### src/design/uasp_pkg.sv
`default_nettype none

package uasp_pkg;

  localparam int MAX_STREAMS_DEF = 8;
  localparam int QUEUE_DEPTH_DEF = 4;

  // Descriptor bytes kept for field capture: offsets two through ten.
  localparam int FIELD_LO = 2;
  localparam int FIELD_HI = 10;

  localparam logic [7:0] TYPE_INTERFACE     = 8'h04;
  localparam logic [7:0] TYPE_ENDPOINT      = 8'h05;
  localparam logic [7:0] TYPE_CS_INTERFACE  = 8'h24;
  localparam logic [7:0] CLASS_AUDIO        = 8'h01;
  localparam logic [7:0] SUBCLASS_STREAMING = 8'h02;
  localparam logic [7:0] SUBTYPE_FORMAT     = 8'h02;
  localparam logic [7:0] MIN_DESC_LEN       = 8'd2;
  localparam logic [7:0] FORMAT_MIN_LEN     = 8'd8;
  localparam logic [7:0] RATE_MIN_LEN       = 8'd11;
  localparam logic [7:0] ONE_DISCRETE_RATE  = 8'd1;
  localparam logic [1:0] EP_XFER_ISO        = 2'b01;

  localparam logic RECORD_STREAM  = 1'b0;
  localparam logic RECORD_SUMMARY = 1'b1;

  // Bit positions of the back-end operations carried by one event.
  localparam int OP_FIN   = 0;
  localparam int OP_CLOSE = 1;
  localparam int OP_SUM   = 2;
  localparam int N_OPS    = 3;

  typedef struct packed {
    logic [N_OPS-1:0] ops;
    logic             halted;
    logic             is_iface;
    logic             iface_match;
    logic             is_fmt;
    logic             has_rate;
    logic             is_ep;
    logic [7:0]       val_a;
    logic [7:0]       val_b;
    logic [23:0]      rate;
    logic [10:0]      packet;
  } uasp_evt_t;

  typedef struct packed {
    logic push;
    logic full;
  } uasp_qwr_t;

  typedef struct packed {
    logic head_valid;
    logic pop;
  } uasp_qrd_t;

endpackage

`default_nettype wire

### src/design/uasp_ifs.sv
`default_nettype none

interface uasp_in_if;
  logic       valid;
  logic       ready;
  logic [7:0] byte_value;
  logic       last_byte;
  modport source(output valid, byte_value, last_byte, input ready);
  modport sink(input valid, byte_value, last_byte, output ready);
endinterface

interface uasp_out_if;
  logic        valid;
  logic        ready;
  logic        record_kind;
  logic [2:0]  stream_index;
  logic [7:0]  alt_setting;
  logic [7:0]  channel_count;
  logic [7:0]  sample_bits;
  logic [23:0] sample_rate;
  logic [7:0]  endpoint_address;
  logic [10:0] max_packet;
  logic [7:0]  poll_interval;
  logic [3:0]  stream_total;
  logic        malformed_seen;
  logic        last_result;
  modport source(output valid, record_kind, stream_index, alt_setting, channel_count,
                 sample_bits, sample_rate, endpoint_address, max_packet, poll_interval,
                 stream_total, malformed_seen, last_result, input ready);
  modport sink(input valid, record_kind, stream_index, alt_setting, channel_count,
               sample_bits, sample_rate, endpoint_address, max_packet, poll_interval,
               stream_total, malformed_seen, last_result, output ready);
endinterface

interface uasp_cfg_if;
  logic       valid;
  logic       ready;
  logic [7:0] data;
  modport source(output valid, data, input ready);
  modport sink(input valid, data, output ready);
endinterface

`default_nettype wire

### src/design/uasp_framer.sv
`default_nettype none

module uasp_framer (
  input  wire logic            clk,
  input  wire logic            rst_n,
  uasp_in_if.sink              in_bus,
  uasp_cfg_if.sink             cfg_bus,
  input  wire logic            q_full,
  output logic                 evt_push,
  output uasp_pkg::uasp_evt_t  evt_data
);
  import uasp_pkg::*;

  logic [7:0] target_r;
  logic [7:0] offset_r, offset_nxt;
  logic [7:0] length_r, length_nxt;
  logic [7:0] type_r, type_nxt;
  logic       halted_r, halted_nxt;
  logic [7:0] fbyte_r [FIELD_LO:FIELD_HI];
  logic [7:0] f_eff [FIELD_LO:FIELD_HI];

  logic       accept;
  logic [7:0] b;
  logic       last;
  logic [7:0] type_eff;
  logic       at_start, desc_done, short_len, trunc, halt_now, fin;

  assign in_bus.ready  = !q_full;
  assign cfg_bus.ready = 1'b1;
  assign accept        = in_bus.valid && in_bus.ready;
  assign b             = in_bus.byte_value;
  assign last          = in_bus.last_byte;

  // The byte arriving now completes the field view used to classify the descriptor.
  always_comb begin
    for (int i = FIELD_LO; i <= FIELD_HI; i++) begin
      f_eff[i] = (offset_r == 8'(i)) ? b : fbyte_r[i];
    end
  end

  assign type_eff  = (offset_r == 8'd1) ? b : type_r;
  assign at_start  = (offset_r == 8'd0);
  assign desc_done = !at_start && (({1'b0, offset_r} + 9'd1) >= {1'b0, length_r});
  assign short_len = at_start && !last && (b < MIN_DESC_LEN);
  assign trunc     = !at_start && !desc_done && last;
  assign halt_now  = !halted_r && (short_len || trunc);
  assign fin       = !halted_r && desc_done;

  always_comb begin
    evt_data               = '0;
    evt_data.ops[OP_FIN]   = fin;
    evt_data.ops[OP_CLOSE] = halt_now || last;
    evt_data.ops[OP_SUM]   = last;
    evt_data.halted        = halted_r || halt_now;
    evt_data.is_iface      = (type_eff == TYPE_INTERFACE);
    evt_data.iface_match   = (f_eff[5] == CLASS_AUDIO) && (f_eff[6] == SUBCLASS_STREAMING) &&
                             (f_eff[2] == target_r);
    evt_data.is_fmt        = (type_eff == TYPE_CS_INTERFACE) && (length_r >= FORMAT_MIN_LEN) &&
                             (f_eff[2] == SUBTYPE_FORMAT);
    evt_data.has_rate      = (f_eff[7] == ONE_DISCRETE_RATE) && (length_r >= RATE_MIN_LEN);
    evt_data.is_ep         = (type_eff == TYPE_ENDPOINT) && (f_eff[3][1:0] == EP_XFER_ISO);
    evt_data.val_a         = evt_data.is_iface ? f_eff[3] :
                             (evt_data.is_fmt ? f_eff[4] : f_eff[2]);
    evt_data.val_b         = f_eff[6];
    evt_data.rate          = {f_eff[10], f_eff[9], f_eff[8]};
    evt_data.packet        = {f_eff[5][2:0], f_eff[4]};
  end

  assign evt_push = accept && (fin || halt_now || last);

  always_comb begin
    offset_nxt = offset_r;
    length_nxt = length_r;
    type_nxt   = type_r;
    halted_nxt = halted_r;
    if (!halted_r) begin
      if (at_start) begin
        if (!last) begin
          length_nxt = b;
          type_nxt   = 8'd0;
          if (b < MIN_DESC_LEN) begin
            halted_nxt = 1'b1;
          end else begin
            offset_nxt = 8'd1;
          end
        end
      end else begin
        type_nxt = type_eff;
        if (desc_done) begin
          offset_nxt = 8'd0;
        end else begin
          offset_nxt = offset_r + 8'd1;
          if (last) begin
            halted_nxt = 1'b1;
          end
        end
      end
    end
    // The final byte returns the framer to the start of a fresh buffer.
    if (last) begin
      offset_nxt = 8'd0;
      length_nxt = 8'd0;
      type_nxt   = 8'd0;
      halted_nxt = 1'b0;
    end
  end

  always_ff @(posedge clk) begin
    if (!rst_n) begin
      target_r <= 8'd0;
      offset_r <= 8'd0;
      length_r <= 8'd0;
      type_r   <= 8'd0;
      halted_r <= 1'b0;
    end else begin
      if (cfg_bus.valid) begin
        target_r <= cfg_bus.data;
      end
      if (accept) begin
        offset_r <= offset_nxt;
        length_r <= length_nxt;
        type_r   <= type_nxt;
        halted_r <= halted_nxt;
      end
    end
  end

  // Field bytes are zeroed when a descriptor starts, so short descriptors read zero.
  always_ff @(posedge clk) begin
    if (accept && !halted_r) begin
      for (int i = FIELD_LO; i <= FIELD_HI; i++) begin
        if (at_start) begin
          if (!last) begin
            fbyte_r[i] <= 8'd0;
          end
        end else begin
          fbyte_r[i] <= f_eff[i];
        end
      end
    end
  end

endmodule

`default_nettype wire

### src/design/uasp_evtq.sv
`default_nettype none

module uasp_evtq #(
  parameter int QUEUE_DEPTH = uasp_pkg::QUEUE_DEPTH_DEF
) (
  input  wire logic                clk,
  input  wire logic                rst_n,
  input  wire logic                push,
  input  wire uasp_pkg::uasp_evt_t push_data,
  input  wire logic                pop,
  output logic                     full,
  output logic                     head_valid,
  output uasp_pkg::uasp_evt_t      head_data
);
  import uasp_pkg::*;

  localparam int PW = (QUEUE_DEPTH > 1) ? $clog2(QUEUE_DEPTH) : 1;
  localparam int CW = $clog2(QUEUE_DEPTH + 1);

  uasp_evt_t       slot_r [QUEUE_DEPTH];
  logic [PW-1:0]   wr_ptr_r, rd_ptr_r;
  logic [CW-1:0]   count_r;
  logic            do_push, do_pop;

  assign full       = (count_r == CW'(QUEUE_DEPTH));
  assign head_valid = (count_r != '0);
  assign head_data  = slot_r[rd_ptr_r];
  assign do_push    = push && !full;
  assign do_pop     = pop && head_valid;

  function automatic logic [PW-1:0] wrap_inc(input logic [PW-1:0] p);
    return (p == PW'(QUEUE_DEPTH - 1)) ? '0 : p + PW'(1);
  endfunction

  always_ff @(posedge clk) begin
    if (!rst_n) begin
      wr_ptr_r <= '0;
      rd_ptr_r <= '0;
      count_r  <= '0;
    end else begin
      if (do_push) begin
        wr_ptr_r <= wrap_inc(wr_ptr_r);
      end
      if (do_pop) begin
        rd_ptr_r <= wrap_inc(rd_ptr_r);
      end
      if (do_push && !do_pop) begin
        count_r <= count_r + CW'(1);
      end else if (do_pop && !do_push) begin
        count_r <= count_r - CW'(1);
      end
    end
  end

  always_ff @(posedge clk) begin
    if (do_push) begin
      slot_r[wr_ptr_r] <= push_data;
    end
  end

endmodule

`default_nettype wire

### src/design/uasp_capture.sv
`default_nettype none

module uasp_capture #(
  parameter int MAX_STREAMS = uasp_pkg::MAX_STREAMS_DEF
) (
  input  wire logic                clk,
  input  wire logic                rst_n,
  input  wire logic                head_valid,
  input  wire uasp_pkg::uasp_evt_t evt,
  output logic                     pop,
  uasp_out_if.source               out_bus
);
  import uasp_pkg::*;

  logic [N_OPS-1:0] done_r;
  logic             open_r;
  logic [7:0]       alt_r, chan_r, bits_r, ep_r, ival_r;
  logic [23:0]      rate_r;
  logic [10:0]      pkt_r;
  logic [3:0]       count_r;

  logic             out_valid_r;
  logic             kind_r;
  logic [2:0]       index_r;
  logic [7:0]       o_alt_r, o_chan_r, o_bits_r, o_ep_r, o_ival_r;
  logic [23:0]      o_rate_r;
  logic [10:0]      o_pkt_r;
  logic [3:0]       o_total_r;
  logic             o_mal_r, o_last_r;

  logic [N_OPS-1:0] pending, sel, remaining;
  logic             step, close_active, emit_stream, emit, open_new, update_open;
  logic [3:0]       count_inc;

  assign pending = evt.ops & ~done_r;

  // Operations of one event run in order: descriptor finish, close, summary.
  always_comb begin
    sel = '0;
    priority if (pending[OP_FIN]) begin
      sel[OP_FIN] = 1'b1;
    end else if (pending[OP_CLOSE]) begin
      sel[OP_CLOSE] = 1'b1;
    end else if (pending[OP_SUM]) begin
      sel[OP_SUM] = 1'b1;
    end
  end

  assign remaining    = pending & ~sel;
  assign step         = head_valid && (!out_valid_r || out_bus.ready);
  assign pop          = step && (remaining == '0);
  assign close_active = open_r && (sel[OP_CLOSE] || (sel[OP_FIN] && evt.is_iface));
  assign emit_stream  = close_active && (ep_r != 8'd0);
  assign emit         = emit_stream || sel[OP_SUM];
  assign count_inc    = count_r + 4'(emit_stream);
  assign open_new     = sel[OP_FIN] && evt.is_iface && evt.iface_match &&
                        (count_inc < 4'(MAX_STREAMS));
  assign update_open  = sel[OP_FIN] && !evt.is_iface && open_r;

  always_ff @(posedge clk) begin
    if (!rst_n) begin
      done_r  <= '0;
      open_r  <= 1'b0;
      alt_r   <= 8'd0;
      chan_r  <= 8'd0;
      bits_r  <= 8'd0;
      rate_r  <= 24'd0;
      ep_r    <= 8'd0;
      pkt_r   <= 11'd0;
      ival_r  <= 8'd0;
      count_r <= 4'd0;
    end else if (step) begin
      done_r <= (remaining == '0) ? '0 : (done_r | sel);
      if (sel[OP_SUM]) begin
        open_r  <= 1'b0;
        alt_r   <= 8'd0;
        chan_r  <= 8'd0;
        bits_r  <= 8'd0;
        rate_r  <= 24'd0;
        ep_r    <= 8'd0;
        pkt_r   <= 11'd0;
        ival_r  <= 8'd0;
        count_r <= 4'd0;
      end else begin
        if (close_active) begin
          open_r  <= 1'b0;
          count_r <= count_inc;
        end
        if (open_new) begin
          open_r <= 1'b1;
          alt_r  <= evt.val_a;
          chan_r <= 8'd0;
          bits_r <= 8'd0;
          rate_r <= 24'd0;
          ep_r   <= 8'd0;
          pkt_r  <= 11'd0;
          ival_r <= 8'd0;
        end
        if (update_open && evt.is_fmt) begin
          chan_r <= evt.val_a;
          bits_r <= evt.val_b;
          if (evt.has_rate) begin
            rate_r <= evt.rate;
          end
        end
        if (update_open && evt.is_ep) begin
          ep_r   <= evt.val_a;
          pkt_r  <= evt.packet;
          ival_r <= evt.val_b;
        end
      end
    end
  end

  // Output register: the next beat is loaded while the current one is taken.
  always_ff @(posedge clk) begin
    if (!rst_n) begin
      out_valid_r <= 1'b0;
    end else if (step) begin
      out_valid_r <= emit;
    end else if (out_bus.ready) begin
      out_valid_r <= 1'b0;
    end
  end

  always_ff @(posedge clk) begin
    if (step && emit) begin
      kind_r    <= sel[OP_SUM] ? RECORD_SUMMARY : RECORD_STREAM;
      index_r   <= sel[OP_SUM] ? 3'd0 : count_r[2:0];
      o_alt_r   <= sel[OP_SUM] ? 8'd0 : alt_r;
      o_chan_r  <= sel[OP_SUM] ? 8'd0 : chan_r;
      o_bits_r  <= sel[OP_SUM] ? 8'd0 : bits_r;
      o_rate_r  <= sel[OP_SUM] ? 24'd0 : rate_r;
      o_ep_r    <= sel[OP_SUM] ? 8'd0 : ep_r;
      o_pkt_r   <= sel[OP_SUM] ? 11'd0 : pkt_r;
      o_ival_r  <= sel[OP_SUM] ? 8'd0 : ival_r;
      o_total_r <= sel[OP_SUM] ? count_r : count_inc;
      o_mal_r   <= evt.halted;
      o_last_r  <= sel[OP_SUM] || !evt.ops[OP_SUM];
    end
  end

  assign out_bus.valid            = out_valid_r;
  assign out_bus.record_kind      = kind_r;
  assign out_bus.stream_index     = index_r;
  assign out_bus.alt_setting      = o_alt_r;
  assign out_bus.channel_count    = o_chan_r;
  assign out_bus.sample_bits      = o_bits_r;
  assign out_bus.sample_rate      = o_rate_r;
  assign out_bus.endpoint_address = o_ep_r;
  assign out_bus.max_packet       = o_pkt_r;
  assign out_bus.poll_interval    = o_ival_r;
  assign out_bus.stream_total     = o_total_r;
  assign out_bus.malformed_seen   = o_mal_r;
  assign out_bus.last_result      = o_last_r;

endmodule

`default_nettype wire

### src/design/usb_audio_stream_descriptor_parser.sv
// Throughput: one descriptor byte per cycle while the event queue has room; the final byte
// of a buffer occupies the back end for up to three steps (descriptor finish, capture close,
// summary), absorbed by the QUEUE_DEPTH-entry event queue between framer and capture logic.
// Path: with the back end idle, a byte's first result is registered in the event queue and
// then in the capture output register; a summary behind a finish and a close follows them.
// Reset: synchronous, active low; clears framing, capture, stream count, queue and the
// target interface register directly, with no clearing pass.
`default_nettype none

module usb_audio_stream_descriptor_parser #(
  parameter int MAX_STREAMS = uasp_pkg::MAX_STREAMS_DEF,
  parameter int QUEUE_DEPTH = uasp_pkg::QUEUE_DEPTH_DEF
) (
  input  wire logic  clk,
  input  wire logic  rst_n,
  uasp_in_if.sink    in_bus,
  uasp_out_if.source out_bus,
  uasp_cfg_if.sink   cfg_bus
);
  import uasp_pkg::*;

  uasp_evt_t evt_in, evt_head;
  uasp_qwr_t q_wr;
  uasp_qrd_t q_rd;

  uasp_framer u_framer (
    .clk      (clk),
    .rst_n    (rst_n),
    .in_bus   (in_bus),
    .cfg_bus  (cfg_bus),
    .q_full   (q_wr.full),
    .evt_push (q_wr.push),
    .evt_data (evt_in)
  );

  uasp_evtq #(
    .QUEUE_DEPTH (QUEUE_DEPTH)
  ) u_evtq (
    .clk        (clk),
    .rst_n      (rst_n),
    .push       (q_wr.push),
    .push_data  (evt_in),
    .pop        (q_rd.pop),
    .full       (q_wr.full),
    .head_valid (q_rd.head_valid),
    .head_data  (evt_head)
  );

  uasp_capture #(
    .MAX_STREAMS (MAX_STREAMS)
  ) u_capture (
    .clk        (clk),
    .rst_n      (rst_n),
    .head_valid (q_rd.head_valid),
    .evt        (evt_head),
    .pop        (q_rd.pop),
    .out_bus    (out_bus)
  );

  a_summary_is_last: assert property (@(posedge clk) disable iff (!rst_n)
    (out_bus.valid && out_bus.record_kind == RECORD_SUMMARY) |-> out_bus.last_result)
    else $error("summary beat without last_result");

  a_stream_has_endpoint: assert property (@(posedge clk) disable iff (!rst_n)
    (out_bus.valid && out_bus.record_kind == RECORD_STREAM) |->
      (out_bus.endpoint_address != 8'd0 && out_bus.stream_total <= 4'(MAX_STREAMS)))
    else $error("stream beat with zero endpoint or count beyond limit");

  a_count_restarts: assert property (@(posedge clk) disable iff (!rst_n)
    (out_bus.valid && out_bus.ready && out_bus.record_kind == RECORD_SUMMARY) |=>
      !(out_bus.valid && out_bus.record_kind == RECORD_STREAM &&
        out_bus.stream_index != 3'd0))
    else $error("stream slot not restarted after summary");

endmodule

`default_nettype wire
### src/flat_wrapper.sv
// flat-port wrapper written by rule: the top's interface ports become plain ports
module usb_audio_stream_descriptor_parser_flat import uasp_pkg::*;
#(
  parameter int MAX_STREAMS = uasp_pkg::MAX_STREAMS_DEF,
  parameter int QUEUE_DEPTH = uasp_pkg::QUEUE_DEPTH_DEF
)
  (clk, rst_n, in_bus_valid, in_bus_byte_value, in_bus_last_byte, in_bus_ready, out_bus_valid, out_bus_record_kind, out_bus_stream_index, out_bus_alt_setting, out_bus_channel_count, out_bus_sample_bits, out_bus_sample_rate, out_bus_endpoint_address, out_bus_max_packet, out_bus_poll_interval, out_bus_stream_total, out_bus_malformed_seen, out_bus_last_result, out_bus_ready, cfg_bus_valid, cfg_bus_data, cfg_bus_ready);
  uasp_in_if in_bus_i ();
  uasp_out_if out_bus_i ();
  uasp_cfg_if cfg_bus_i ();
  input  wire logic clk;
  input  wire logic rst_n;
  input wire logic [$bits(in_bus_i.valid)-1:0] in_bus_valid;
  input wire logic [$bits(in_bus_i.byte_value)-1:0] in_bus_byte_value;
  input wire logic [$bits(in_bus_i.last_byte)-1:0] in_bus_last_byte;
  output wire logic [$bits(in_bus_i.ready)-1:0] in_bus_ready;
  output wire logic [$bits(out_bus_i.valid)-1:0] out_bus_valid;
  output wire logic [$bits(out_bus_i.record_kind)-1:0] out_bus_record_kind;
  output wire logic [$bits(out_bus_i.stream_index)-1:0] out_bus_stream_index;
  output wire logic [$bits(out_bus_i.alt_setting)-1:0] out_bus_alt_setting;
  output wire logic [$bits(out_bus_i.channel_count)-1:0] out_bus_channel_count;
  output wire logic [$bits(out_bus_i.sample_bits)-1:0] out_bus_sample_bits;
  output wire logic [$bits(out_bus_i.sample_rate)-1:0] out_bus_sample_rate;
  output wire logic [$bits(out_bus_i.endpoint_address)-1:0] out_bus_endpoint_address;
  output wire logic [$bits(out_bus_i.max_packet)-1:0] out_bus_max_packet;
  output wire logic [$bits(out_bus_i.poll_interval)-1:0] out_bus_poll_interval;
  output wire logic [$bits(out_bus_i.stream_total)-1:0] out_bus_stream_total;
  output wire logic [$bits(out_bus_i.malformed_seen)-1:0] out_bus_malformed_seen;
  output wire logic [$bits(out_bus_i.last_result)-1:0] out_bus_last_result;
  input wire logic [$bits(out_bus_i.ready)-1:0] out_bus_ready;
  input wire logic [$bits(cfg_bus_i.valid)-1:0] cfg_bus_valid;
  input wire logic [$bits(cfg_bus_i.data)-1:0] cfg_bus_data;
  output wire logic [$bits(cfg_bus_i.ready)-1:0] cfg_bus_ready;
  assign in_bus_i.valid = in_bus_valid;
  assign in_bus_i.byte_value = in_bus_byte_value;
  assign in_bus_i.last_byte = in_bus_last_byte;
  assign in_bus_ready = in_bus_i.ready;
  assign out_bus_valid = out_bus_i.valid;
  assign out_bus_record_kind = out_bus_i.record_kind;
  assign out_bus_stream_index = out_bus_i.stream_index;
  assign out_bus_alt_setting = out_bus_i.alt_setting;
  assign out_bus_channel_count = out_bus_i.channel_count;
  assign out_bus_sample_bits = out_bus_i.sample_bits;
  assign out_bus_sample_rate = out_bus_i.sample_rate;
  assign out_bus_endpoint_address = out_bus_i.endpoint_address;
  assign out_bus_max_packet = out_bus_i.max_packet;
  assign out_bus_poll_interval = out_bus_i.poll_interval;
  assign out_bus_stream_total = out_bus_i.stream_total;
  assign out_bus_malformed_seen = out_bus_i.malformed_seen;
  assign out_bus_last_result = out_bus_i.last_result;
  assign out_bus_i.ready = out_bus_ready;
  assign cfg_bus_i.valid = cfg_bus_valid;
  assign cfg_bus_i.data = cfg_bus_data;
  assign cfg_bus_ready = cfg_bus_i.ready;
  usb_audio_stream_descriptor_parser #(.MAX_STREAMS(MAX_STREAMS), .QUEUE_DEPTH(QUEUE_DEPTH)) u_core (.clk(clk), .rst_n(rst_n), .in_bus(in_bus_i), .out_bus(out_bus_i), .cfg_bus(cfg_bus_i));
endmodule
### config.mk
export PLATFORM = sky130hd
export DESIGN_NAME = usb_audio_stream_descriptor_parser_flat
export DESIGN_NICKNAME = d
export VERILOG_FILES = /design/src/design/uasp_pkg.sv /design/src/design/uasp_ifs.sv /design/src/design/uasp_framer.sv /design/src/design/uasp_evtq.sv /design/src/design/uasp_capture.sv /design/src/design/usb_audio_stream_descriptor_parser.sv /design/src/flat_wrapper.sv
export SDC_FILE = /design/constraint.sdc
export NUM_CORES = 1
export LEC_CHECK = 0
export BUFFER_PORTS_ARGS = -buffer_cell sky130_fd_sc_hd__buf_2
export CAP_MARGIN = 20
export CORE_MARGIN = 2
export CORE_UTILIZATION = 54
export CTS_CLUSTER_SIZE = 30
export DETAILED_ROUTE_END_ITERATION = 12
export PLACE_DENSITY = 0.8
export SLEW_MARGIN = 20
export SYNTH_ARGS = -nofsm -noshare
export SYNTH_HDL_FRONTEND = slang
export SYNTH_SLANG_ARGS = --single-unit
### constraint.sdc
create_clock -name clk -period 12.75 [get_ports clk]
set_input_delay 2.55 -clock clk [delete_from_list [all_inputs] [get_ports clk]]
set_output_delay 2.55 -clock clk [all_outputs]
set_load 0.05 [all_outputs]
==> metrics <==
outcome=finished clean; P_sw=1.300 mW; Critical Path Source=in_bus_byte_value[5]; sw frac=29.08%; Comb pwr share=20.2%; initial antenna violation count=0; Int Pwr=roughly 3.2 mW; clock skew=0.03808 ns; worst slack, placed=7.064 ns; via count=11913; Leakage=8.547 nW; clock sink count=523; top post-synthesis cells by area=edfxtp_1 (57%), dfxtp_1 (12%), mux4_2 (6.0%); Post-DP Area=22030 sq um; CTS root buf=clkbuf_16; largest net degree at the start of global routing=slightly above 90; slowest cell on the critical path=nor4_1; Synth Warn #=0; initial core utilization=54.64%; hold_buf cts=0; number of max-cap violations=0; all-layer global routing usage=between 20 and 25%; fillers=between 2000 and 3000; vias per std cell=5.657; Final setup viols=0; VDD IR max=113.6 uV; Area Growth Syn to Fin=12.63%; Crit path depth=11; Yosys top cell area share=56.59%; CTS Buffer Depth=3; Power, Total=4.469 mW; PwrDens=about 190 nW/um^2; final count of hold timing violations=0; Post-CTS Resized=0; postcts setup bufs=0; Worst-path clk slew=0.06 ns; Sum Neg Setup Slack=0 ns; final core utilization=61.54%; period utilization=40.44%; cells after synthesis=1451; crit path capture=u_core.u_evtq.count_r[2]; RSZ-0062 raised after global routing=no; Post-DP HPWL=25400 microns; first-pass GRT wire length=64890 microns; Die W=a little over 200 microns; Bufs and invs on worst path=2; FF-to-FF End=u_core.u_capture.pkt_r[4]; port bufs=108; design area=23730 sq um; R2R cell count=13; net count after synthesis=1494; number of enable flip-flop cells after synthesis=397; register share of total power=46.5%; delay-heaviest family, CP=simple AND/OR/NAND/NOR gates; post-synthesis cell area=21070 sq um; max-slew violations=0; syn_area_per_cell=14.52 sq um; io pins=110; CP max stage delay=0.65 ns; post-synthesis register bit count=~520; ordered cell list for the critical path=buf_2 > nor4_1 > nand2_1 > o31a_1 > o22ai_2 > ha_1 > inv_1 > fa_1 > xor2_1 > or3_1 > a21oi_1; Row Count=72; Die ar.=around 40000 sq um; Worst-Skew Late Latency=approximately 0.59 ns; actual slew at the worst max-slew pin=0.9835 ns; WL/cell=19.37 microns; Seq/Total Area, Yosys=68.56%; Die Y=201.5 microns; post-synth top area cell=edfxtp_1; CTS Buf Count=50; Clk network pwr share=about a third; antenna-violating nets left=0; most frequent cell after synthesis=edfxtp_1; TritonCTS clock tree=built; critical path arrival=5.66 ns; layout cells sized above 1=20.28%; vias in the first global route=11942; overall routed net length=40790 microns; relative slew slack=34.43%; Post-synth top cells=edfxtp_1 (397), dfxtp_1 (126), and2_1 (94); setup ws final=approximately 7.6 ns; post-synthesis async set-or-reset flop share=0%; total global routing overflow=0; NumNets Final=1589; worst path required time=13.26 ns; main flop type after synthesis=edfxtp_1; ant diodes=0; kind of critical path=in -> reg; TritonRoute pass-1 iters=6; CTS H-Tree Depth=2; post-synthesis cell type count=76; DRC=0; min cycle time layout=5.157 ns; CORE AREA=38560 sq um; startpoint types=input port; Reg2Reg Setup Slack=8.26 ns; Initial DRC Count=~1100; worst hold path type=reg -> reg; crit-path max FO=13; f_max=between 0.15 and 0.2 GHz; Crit. End Element=flip-flop; Placer Congestion=0.8754
-- registers in the layout (all words and copies together) (netlist names), 11 cells and up, named ones only --
register and cells:
u_core.u_evtq.slot_r 240, u_core.u_capture.rate_r 24, u_core.u_framer.fbyte_r 72, u_core.u_capture.pkt_r 11, u_core.u_capture.out_bus.max_packet 11, u_core.u_capture.out_bus.sample_rate 24
-- worst reg2reg max path, stage by stage, from the launching register on --
cell and delay (ns):
dfxtp_4 0.68, buf_4 0.69, nand2b_1 0.23, o22ai_4 0.35, mux2i_1 0.41, nor2_1 0.13
ha_1 0.25, nand3_1 0.17, xor2_1 0.29, nand4_4 0.21, and3_1 0.25, buf_4 0.21
and2_4 0.24, a22o_1 0.25
-- area by class of cell --
| class | count | area, sq um | area share (%) |
|---|---|---|---|
| clock buffer | 68 | 1420 | 5.985 |
| clock inverter | 26 | 275.3 | 1.160 |
| inverter | 62 | 234.0 | 0.9860 |
| multi-input combinational | 787 | 6057 | 25.53 |
| sequential | 523 | 14450 | 60.89 |
| tap | 518 | 648.1 | 2.731 |
| timing repair buffer | 122 | 645.6 | 2.721 |
-- layout by cell type, fill, tap and decap left out, drive strengths merged, types with 5 or more instances in the layout --
cell | Yosys | routed
nand3 | 41 | 41
xnor2 | 6 | 6
mux4 | 56 | 56
and2 | 95 | 95
inv | 61 | 61
a22o | 33 | 33
nor2 | 91 | 91
nand4b | 5 | 5
a22oi | 9 | 9
nand4 | 9 | 9
nor2b | 38 | 38
nor4b | 5 | 5
o21ai | 84 | 84
clkinv | 1 | 19
nand2 | 86 | 86
xor2 | 12 | 12
o211ai | 5 | 5
or4 | 5 | 5
mux2i | 45 | 45
edfxtp | 397 | 397
and3 | 9 | 9
nand2b | 8 | 8
buf | 34 | 122
ha | 20 | 20
or3 | 5 | 5
dfxtp | 126 | 126
clkbuf | 45 | 68
a21oi | 25 | 25
mux2 | 33 | 33
o22ai | 6 | 6
nor4 | 7 | 7
nor3 | 5 | 5
-- metrics by stage --
step,cells,hold slack (ns)
6_report,2106,0.4438
5_1_grt,2106,0.4657
4_1_cts,2106,0.4476
3_5_place_dp,2012,0.4338
3_3_place_gp,2012,0.4315
2_1_floorplan,1451,0.4167
-- how the worst min path moves through the flow --
stage | start | endpoint | slack (ns) | depth (start not counted)
after global placement | u_core.u_capture.alt_r[3] | u_core.u_capture.alt_r[3] | 0.43 | 2
final | u_core.u_capture.rate_r[4] | u_core.u_capture.rate_r[4] | 0.44 | 2
after detailed placement | u_core.u_capture.rate_r[6] | u_core.u_capture.rate_r[6] | 0.43 | 2
after CTS | u_core.u_capture.rate_r[19] | u_core.u_capture.rate_r[19] | 0.45 | 2
after global routing | u_core.u_capture.rate_r[20] | u_core.u_capture.rate_r[20] | 0.47 | 2
after floorplan | u_core.u_capture.alt_r[0] | u_core.u_capture.alt_r[0] | 0.42 | 2
-- power groups by stage --
stage | sequential [mW] | clock, mW | combinational [mW]
global placement | 2.11 | 0 | 0.891
detailed placement | 2.12 | 0 | 0.908
finish | 2.08 | 1.49 | 0.903
global route | 2.10 | 1.58 | 0.981
floorplan | 2.25 | 0 | 0.572
CTS | 2.08 | 1.51 | 0.914
-- cells by family after synthesis --
group                      share of synthesized area, %
DFF                                               68.56
other                                           0.01780
buffers and inverters                             2.833
xor gates and xnor gates                         0.7483
adders and majority gates                         1.283
muxes                                             9.924
AOI/OAI and AO/OA                                 5.969
and+or+nand+nor                                   10.67
-- routing by layer --
| metal | part of all wire [%] | vias up | global-route usage, % |
|---|---|---|---|
| met1 | 43 | 5874 | 27.73 |
| met3 | 6.6 | 72 | 3.450 |
| met5 | 0 | - | 0 |
| li1 | - | 5563 | - |
| met4 | 2.7 | 0 | 6.880 |
| met2 | 47 | 404 | 33.19 |
Note: power is estimated with default switching activity, not from simulation.
